`src/hdl/m2ar_pkg.sv`:
```
// Shared types and constants for the MPEG-2 aspect-ratio patcher.
// No dependencies; imported by m2ar_scan and the top level.
package m2ar_pkg;

  localparam int unsigned BYTE_W   = 8;
  localparam int unsigned ASPECT_W = 4;

  localparam logic [ASPECT_W-1:0] ASPECT_RESET  = 4'h2;
  localparam logic [BYTE_W-1:0]   PREFIX_BYTE   = 8'h01;
  localparam logic [BYTE_W-1:0]   SEQ_HDR_CODE  = 8'hB3;

  // Scanner states, one-hot.
  typedef enum logic [9:0] {
    ST_SEARCH     = 10'b00_0000_0001,  // looking for a zero byte
    ST_ZERO1      = 10'b00_0000_0010,  // one zero seen
    ST_ZERO2      = 10'b00_0000_0100,  // two or more zeros seen
    ST_PREFIX     = 10'b00_0000_1000,  // 00 00 01 seen
    ST_FOUND      = 10'b00_0001_0000,  // sequence header code found
    ST_SIZE0      = 10'b00_0010_0000,  // first size byte nonzero
    ST_SIZE1      = 10'b00_0100_0000,  // second size byte passed
    ST_ASPECT     = 10'b00_1000_0000,  // next byte is aspect / frame rate
    ST_SIZE0_ZERO = 10'b01_0000_0000,  // first size byte zero
    ST_SIZE1_ZERO = 10'b10_0000_0000   // second size byte zero
  } scan_state_t;

  typedef struct packed {
    logic [BYTE_W-1:0] out_byte;
    logic              patched;
  } scan_result_t;

endpackage

```
`src/hdl/m2ar_scan.sv`:
```
// Next-state and patch logic of the start-code scanner, purely combinational.
// Depends on m2ar_pkg.
module m2ar_scan
  import m2ar_pkg::*;
(
  input  scan_state_t         state,
  input  logic [BYTE_W-1:0]   in_byte,
  input  logic [ASPECT_W-1:0] aspect_code,
  output scan_state_t         state_next,
  output scan_result_t        result
);

  logic zero;

  assign zero = (in_byte == '0);

  always_comb begin
    state_next      = ST_SEARCH;
    result.out_byte = in_byte;
    result.patched  = 1'b0;
    case (state)
      ST_ZERO1:      state_next = zero ? ST_ZERO2 : ST_SEARCH;
      ST_ZERO2: begin
        if (in_byte == PREFIX_BYTE) state_next = ST_PREFIX;
        else                        state_next = zero ? ST_ZERO2 : ST_SEARCH;
      end
      ST_PREFIX: begin
        if (in_byte == SEQ_HDR_CODE) state_next = ST_FOUND;
        else                         state_next = zero ? ST_ZERO1 : ST_SEARCH;
      end
      ST_FOUND:      state_next = zero ? ST_SIZE0_ZERO : ST_SIZE0;
      ST_SIZE0:      state_next = zero ? ST_SIZE1_ZERO : ST_SIZE1;
      ST_SIZE1:      state_next = ST_ASPECT;
      ST_ASPECT: begin
        if (!zero) begin
          // keep frame-rate nibble, swap in aspect code
          result.out_byte = {aspect_code, in_byte[3:0]};
          result.patched  = 1'b1;
          state_next      = ST_SEARCH;
        end else begin
          state_next = ST_ZERO1;
        end
      end
      ST_SIZE0_ZERO: state_next = zero ? ST_ZERO1 : ST_SIZE1;
      ST_SIZE1_ZERO: state_next = zero ? ST_ZERO1 : ST_ASPECT;
      default:       state_next = zero ? ST_ZERO1 : ST_SEARCH;
    endcase
  end

endmodule

```
`src/hdl/mpeg2_aspect_ratio_patcher.sv`:
```
// Top level of the MPEG-2 aspect-ratio patcher: input register, scanner, output register.
// Depends on m2ar_pkg and m2ar_scan.

// Passes an MPEG-2 video elementary stream through one byte per request and
// rewrites the aspect-ratio code of every sequence header. The scanner looks
// for 00 00 01 B3 (any run of leading zeros is fine), steps over the three
// picture-size bytes, and in the following aspect/frame-rate byte replaces the
// upper nibble with aspect_code when that byte is nonzero; m_axis_tuser marks
// such a byte. A zero byte in that position is passed unchanged and counts as
// the first zero of a new start code. Throughput is one byte per clock while
// m_axis_tready does not stall the output; a byte passes through the input
// register, then the scanner state update and output register. The only loop is
// the scanner state register, updated once per byte. aspect_code resets to 2 and
// should only be written while no bytes are in flight.
module mpeg2_aspect_ratio_patcher
  import m2ar_pkg::*;
(
  input  logic                clk,
  input  logic                rst,

  // config
  input  logic                cfg_we,
  input  logic [ASPECT_W-1:0] cfg_wdata,      // aspect_code

  // input stream
  input  logic                s_axis_tvalid,
  output logic                s_axis_tready,
  input  logic [BYTE_W-1:0]   s_axis_tdata,   // [7:0] in_byte

  // output stream
  output logic                m_axis_tvalid,
  input  logic                m_axis_tready,
  output logic [BYTE_W-1:0]   m_axis_tdata,   // [7:0] out_byte
  output logic                m_axis_tuser    // [0] patched
);

  logic [ASPECT_W-1:0] aspect_code;

  // input register
  logic                in_valid;
  logic [BYTE_W-1:0]   in_byte;

  // output register
  logic                out_valid;
  scan_result_t        out_result;

  scan_state_t         state;
  scan_state_t         state_next;
  scan_result_t        scan_result;

  logic                out_adv;   // output register can load
  logic                move;      // input register hands its byte on

  assign out_adv       = !out_valid || m_axis_tready;
  assign move          = in_valid && out_adv;
  assign s_axis_tready = !in_valid || out_adv;

  m2ar_scan u_scan (
    .state       (state),
    .in_byte     (in_byte),
    .aspect_code (aspect_code),
    .state_next  (state_next),
    .result      (scan_result)
  );

  always_ff @(posedge clk) begin
    if (rst) begin
      aspect_code <= ASPECT_RESET;
    end else if (cfg_we) begin
      aspect_code <= cfg_wdata;
    end
  end

  // input stage
  always_ff @(posedge clk) begin
    if (rst) begin
      in_valid <= 1'b0;
    end else if (s_axis_tready) begin
      in_valid <= s_axis_tvalid;
    end
  end

  always_ff @(posedge clk) begin
    if (s_axis_tvalid && s_axis_tready) begin
      in_byte <= s_axis_tdata;
    end
  end

  // scanner state steps once per byte moved to the output
  always_ff @(posedge clk) begin
    if (rst) begin
      state <= ST_SEARCH;
    end else if (move) begin
      state <= state_next;
    end
  end

  // output stage
  always_ff @(posedge clk) begin
    if (rst) begin
      out_valid <= 1'b0;
    end else if (out_adv) begin
      out_valid <= in_valid;
    end
  end

  always_ff @(posedge clk) begin
    if (move) begin
      out_result <= scan_result;
    end
  end

  assign m_axis_tvalid = out_valid;
  assign m_axis_tdata  = out_result.out_byte;
  assign m_axis_tuser  = out_result.patched;

endmodule

```
`config.mk`:
```
export PLATFORM = sky130hd
export DESIGN_NAME = mpeg2_aspect_ratio_patcher
export DESIGN_NICKNAME = d
export VERILOG_FILES = /design/src/hdl/m2ar_pkg.sv /design/src/hdl/m2ar_scan.sv /design/src/hdl/mpeg2_aspect_ratio_patcher.sv
export SDC_FILE = /design/constraint.sdc
export NUM_CORES = 1
export LEC_CHECK = 0
export BUFFER_PORTS_ARGS = -buffer_cell sky130_fd_sc_hd__buf_4
export CORE_MARGIN = 8
export CORE_UTILIZATION = 41
export DETAILED_ROUTE_END_ITERATION = 16
export PLACE_DENSITY = 0.66
export SLEW_MARGIN = 30
export SYNTH_ARGS = -nofsm -noshare
export SYNTH_HDL_FRONTEND = slang
export SYNTH_SLANG_ARGS = --single-unit
```
`constraint.sdc`:
```
create_clock -name clk -period 2.5 [get_ports clk]
set_input_delay 0.125 -clock clk [delete_from_list [all_inputs] [get_ports clk]]
set_output_delay 0.125 -clock clk [all_outputs]
set_load 0.005 [all_outputs]
```
==> results of run 1 <==
==> worst reg2reg max path, cell delays in order (launching register included) <==
cell,delay (ps)
dfxtp_1,370
or4_4,590
nor4_1,390
nand3_1,350
nand2_1,150
o21ai_0,90
==> per-stage QoR <==
step	hold slack (ps)	util [%]	total power, mW	instances
6_report	18.1	52.7	1.07	234
5_1_grt	18.6	52.7	1.11	234
4_1_cts	8.86	52.7	1.08	234
3_5_place_dp	304	48.1	0.690	217
3_3_place_gp	304	48.1	0.687	217
2_1_floorplan	224	-	0.646	150
==> where the power goes <==
group          switching [mW]  internal (mW)  leakage [nW]
registers              0.0113          0.592         0.293
logic                  0.0393         0.0458         0.395
clock network           0.171          0.208        0.0399
total                   0.221          0.846         0.728
==> area by class of cell <==
class | count | area share (%)
Clock buffer | 6 | 2.19
Clock inverter | 2 | 1.79
Inverter | 5 | 0.995
Multi-Input combinational cell | 102 | 31.5
Sequential cell | 33 | 44.1
Tap cell | 48 | 3.19
Timing Repair Buffer | 38 | 16.3
==> logic make-up after synthesis <==
family	count (synthesis)	share of synthesized area, %
AND/OR/NAND/NOR	70	24.7
flip-flops	33	55.8
AO/OA/AOI/OAI	25	10.8
buffers and inverters	15	4.37
XOR/XNOR	4	2.35
multiplexers	3	2.02
==> synth_stat cells, types with 2 or more instances <==
| master | count | share of area (%) |
|---|---|---|
| a21oi_1 | 7 | 2.4 |
| nand3_1 | 6 | 2.0 |
| nor2b_1 | 4 | 1.7 |
| nand4_1 | 2 | 0.84 |
| a22oi_1 | 2 | 1.0 |
| or4_1 | 2 | 1.0 |
| or3_1 | 3 | 1.3 |
| edfxtp_1 | 17 | 34 |
| a311oi_1 | 2 | 1.2 |
| clkbuf_1 | 8 | 2.0 |
| and4b_2 | 2 | 1.5 |
| nor4_1 | 4 | 1.7 |
| o21ai_0 | 7 | 2.4 |
| xor2_1 | 3 | 1.8 |
| nor3_1 | 5 | 1.7 |
| inv_1 | 4 | 1.0 |
| nor2_1 | 16 | 4.0 |
| nand2b_1 | 2 | 0.84 |
| mux2i_1 | 3 | 2.0 |
| nand2_1 | 17 | 4.3 |
| dfxtp_1 | 16 | 22 |
==> state kept, by name, summed over array words and instances, names as in the netlist <==
| register | count |
|---|---|
| m_axis_tuser | 1 |
| m_axis_tvalid | 1 |
| in_valid | 1 |
| in_byte | 8 |
| m_axis_tdata | 8 |
| aspect_code | 4 |
| state | 10 |
==> routing by layer <==
metal	part of all wire, %	GRT usage (%)	vias up
met2	49	18.0	42
met5	0	0	-
met1	43	13.3	585
met4	2.6	5.38	0
li1	-	-	612
met3	5.6	4.13	10
==> timing repair <==
| action | 4_1_cts | 5_1_grt |
|---|---|---|
| endpoints found under the hold margin | 9 | 0 |
| resized for setup | 0 | 0 |
| setup buffers | 0 | 0 |
| hold buffers | 9 | 0 |
==> how the worst min path moves through the flow <==
stage / startpoint / endpoint / cells past startpoint
floorplan: s_axis_tdata[0] / in_byte[0] / 0
global placement: s_axis_tdata[1] / in_byte[1] / 1
detailed placement: s_axis_tdata[1] / in_byte[1] / 1
CTS: s_axis_tvalid / in_valid / 3
global route: s_axis_tvalid / in_valid / 3
finish: s_axis_tvalid / in_valid / 3
==> results.ini, run 1 <==
[run_status]
status = completed

[timing]
worst_slack_ps = 287
finalSetupViolCount = 0
timing.final.crit_share_pct = 88.5
fmax_mhz = 452
hold_viol_final = 0
rsz0062_at_grt = false
slew_viol_final = 0
slew_headroom_pct = 64.5
finalClockSkew_ps = 14.2
worst_slew_pin_slew_ps = 525
setup-tns-final_ps = 0
period_needed_ps = 2210

[worst_setup_path]
rrSetupSlack_ps = 290
crit_type = reg2reg
crit_path_end = m_axis_tdata[7]
cp_max_fo = 9
path_buf_inv = 0
critPathMaxStageDelay_ps = 590
end_kind = flip-flop
reg2reg_to = m_axis_tdata[7]
crit_family = simple AND/OR/NAND/NOR gates
critical_path_cell_count = 5
cp_cell_sequence = or4_4 > nor4_1 > nand3_1 > nand2_1 > o21ai_0
cp_data_required_time_ps = 2560
crit_start = state[0]
critPathArrivalTime_ps = 2280
worst-r2r-cell-count = 5
startpoint_type = flip-flop
r2r-start = state[0]
crit_slowest_cell = or4_4

[final_layout]
multi_input_area_um2 = 593
final_common_cell = buf_4
layout_common_cells = buf_4 (29), nand2_1 (17), edfxtp_1 (17)
drive_gt1_share_pct = 21.0
fillers = 344
area_delta_synth_final_pct = 26.6
diodes = 0
final_area_mm2 = 0.00189
seq_area_um2 = 831
nets = 202

[synthesis]
synth_seq_cells = 33
yosys_warnings = 0
synthFlopType = edfxtp_1
synth_area_per_cell_um2 = 9.93
ys_seq_area_share_pct = 55.8
syn_nets = 167
netlist_area_mm2 = 0.00149
synth_edf_count = 17
netlist_instances = 150
ys_types = 39
synthArstFlopShare_pct = 0

[floorplan]
start_util_pct = 41.6
fp.dieH_um = 76.3
die_w_um = 76.3
row_count = 22
die-area_mm2 = 0.00582
ios = 28
core_mm2 = 0.00358

[drt]
drc = 0
dr.first_iter.drc_count = 73
first_pass_iters = 4
wire_per_inst_um = 14.5
num_vias = 1249
via_per_inst = 5.34
ant_nets = 0
drt_wl_total_um = 3380

[power_and_ir_drop]
cellPowerDensity_mw_per_mm2 = 566
p_leak_nw = 0.728
ir_worst_vdd_mv = 0.497

[clocking]
ctsRootBufferMaster = clkbuf_4
clockBufferDepth = 2
htreeDepth = 2
cts_tree = built
numCtsBuffers = 5
clkTransAtPathRegs_ps = 110
cts.sinks = 33
worstSkewPairLatency_ps = 330

[grt]
grt_pass1_wl_um = 5390
grt_max_degree = 18
grt-ovfl-total = 0
track_usage_pct = 11.4
antenna_found_initial = 0
grt_pass1_vias = 1136

[placed_design]
globalplace.congestion = 0.845
io_buffers = 27
place_area_mm2 = 0.00172
dp_hpwl_um = 2390
place_ws_ps = 286

[min_path]
hp-class = in2reg

[flow_run]
drv_cap = 0

(Power assumes the default switching activity.)
==> run 2, diff against run 1 <==
--- a/config.mk
+++ b/config.mk
@@ -6,4 +6,5 @@
 export NUM_CORES = 1
 export LEC_CHECK = 0
+export ABC_CLOCK_PERIOD_IN_PS = 2500
 export BUFFER_PORTS_ARGS = -buffer_cell sky130_fd_sc_hd__buf_4
 export CORE_MARGIN = 8
==> constraint.sdc (replaced) <==
create_clock -name clk -period 2.5 [get_ports clk]
set_input_delay 0 -clock clk [delete_from_list [all_inputs] [get_ports clk]]
set_output_delay 0 -clock clk [all_outputs]
set_load 0.005 [all_outputs]
==> run 2 against run 1 <==
- worst setup slack improved by 5.6 ps
- global-route usage rose by 0.64 points
- combinational power up 25%
- routed wire length grew 5.1%
- register-to-register slack barely moved
- cell count rose by 6.0%
- critical path depth did not move
- largest cell class unchanged
==> results.ini, run 2 (synthesized netlist as in run 1, its figures left out) <==
[placed_design]
place_ws_ps = 286
dp_hpwl_um = 2390
io_buffers = 27
place_area_mm2 = 0.00172
dp_cells = 217
globalplace.congestion = 0.845

[final_layout]
drive_gt1_share_pct = 19.5
diodes = 0
area_delta_synth_final_pct = 36.1
final_area_mm2 = 0.00203
layout_common_cells = buf_4 (29), dlygate4sd3_1 (23), nand2_1 (17), edfxtp_1 (17)
final_common_cell = buf_4
nets = 216
fillers = 324
largest-register = state
largest_reg_flops = 10
final_cell_count_no_fill = 248
fin_util_pct = 56.6
multi_input_area_um2 = 593
seq_area_um2 = 831

[clocking]
ctsRootBufferMaster = clkbuf_4
htreeDepth = 2
numCtsBuffers = 5
clockBufferDepth = 2
post_cts_buffers = 0
cts_resized = 0
cts_tree = built
cts.sinks = 33
worstSkewPairLatency_ps = 330
clkTransAtPathRegs_ps = 110

[flow_run]
drv_cap = 0

[floorplan]
core_mm2 = 0.00358
fp.dieH_um = 76.3
die_w_um = 76.3
ios = 28
row_count = 22
die-area_mm2 = 0.00582
start_util_pct = 41.6

[drt]
wl_met1_um = 1470
dr.first_iter.drc_count = 70
ant_nets = 0
via_per_inst = 5.21
wire_per_inst_um = 14.3
drt_wl_total_um = 3560
highest_layer = met4
drc = 0
first_pass_iters = 5
wl_met2_um = 1820
route.met3.wl_um = 174
num_vias = 1291

[timing]
slew_headroom_pct = 65.4
hold_viol_final = 0
worst_slew_pin_slew_ps = 511
finalSetupViolCount = 0
finalClockSkew_ps = 13.7
rsz0062_at_grt = false
timing.final.crit_share_pct = 88.3
setup-tns-final_ps = 0
fmax_mhz = 453
period_needed_ps = 2210
hold_slack_ps = 390
worst_slack_ps = 293
slew_viol_final = 0

[worst_setup_path]
cp_data_required_time_ps = 2750
end_kind = flip-flop
crit_type = reg2reg
cp_max_fo = 14
crit_path_end = state[1]
critPathArrivalTime_ps = 2460
worst-r2r-cell-count = 5
rrSetupSlack_ps = 290
r2r-start = in_byte[4]
reg2reg_to = state[1]
crit_start = in_byte[4]
startpoint_type = flip-flop

[power_and_ir_drop]
ir_worst_vdd_mv = 0.497
cellPowerDensity_mw_per_mm2 = 539
fin_total_pwr_mw = 1.09
p_leak_nw = 0.789

[grt]
grt_max_degree = 18
track_usage_pct = 12.0
grt_pass1_wl_um = 5660
antenna_found_initial = 0
grt-ovfl-total = 0
grt_pass1_vias = 1217

[min_path]
hp-class = in2reg
min_from = s_axis_tdata[0]

[run_status]
status = completed

-- run 2: routing by layer --
| metal | GRT usage [%] | vias to the layer above |
|---|---|---|
| met2 | 20.1 | 40 |
| met5 | 0 | - |
| met3 | 4.13 | 10 |
| met1 | 13.4 | 600 |
| li1 | - | 641 |
| met4 | 5.38 | 0 |
-- run 2: power by group --
| part | total (mW) | internal, mW | switching (mW) |
|---|---|---|---|
| Clock | 0.382 | 0.208 | 0.174 |
| Combinational | 0.106 | 0.0624 | 0.0436 |
| Sequential | 0.603 | 0.592 | 0.0114 |
| Total | 1.09 | 0.862 | 0.229 |
-- run 2: layout make-up --
cell class | count | share of cell area [%]
sequential | 33 | 41.0
multi-input combinational | 102 | 29.3
timing repair buffer | 52 | 22.1
tap | 48 | 2.96
clock buffer | 6 | 2.04
clock inverter | 2 | 1.67
inverter | 5 | 0.926
-- run 2: timing repair --
item,4_1_cts,5_1_grt
hold endpoints to repair,23,0
hold buffers,23,0
endpoints found under the setup margin,0,0
-- run 2: worst min path at each step --
stage	to	slack (ps)	cells after the start
finish	in_byte[0]	390	2
detailed placement	in_byte[1]	180	1
global route	in_byte[0]	380	2
floorplan	in_byte[0]	100	0
global placement	in_byte[1]	180	1
CTS	in_byte[3]	370	2
-- run 2: worst max-delay path, stage by stage (launching register included) --
cell and delay, ps:
edfxtp_1 410, or4_1 580, or3_1 590, nor2_1 250, a21oi_1 60, a311oi_1 240
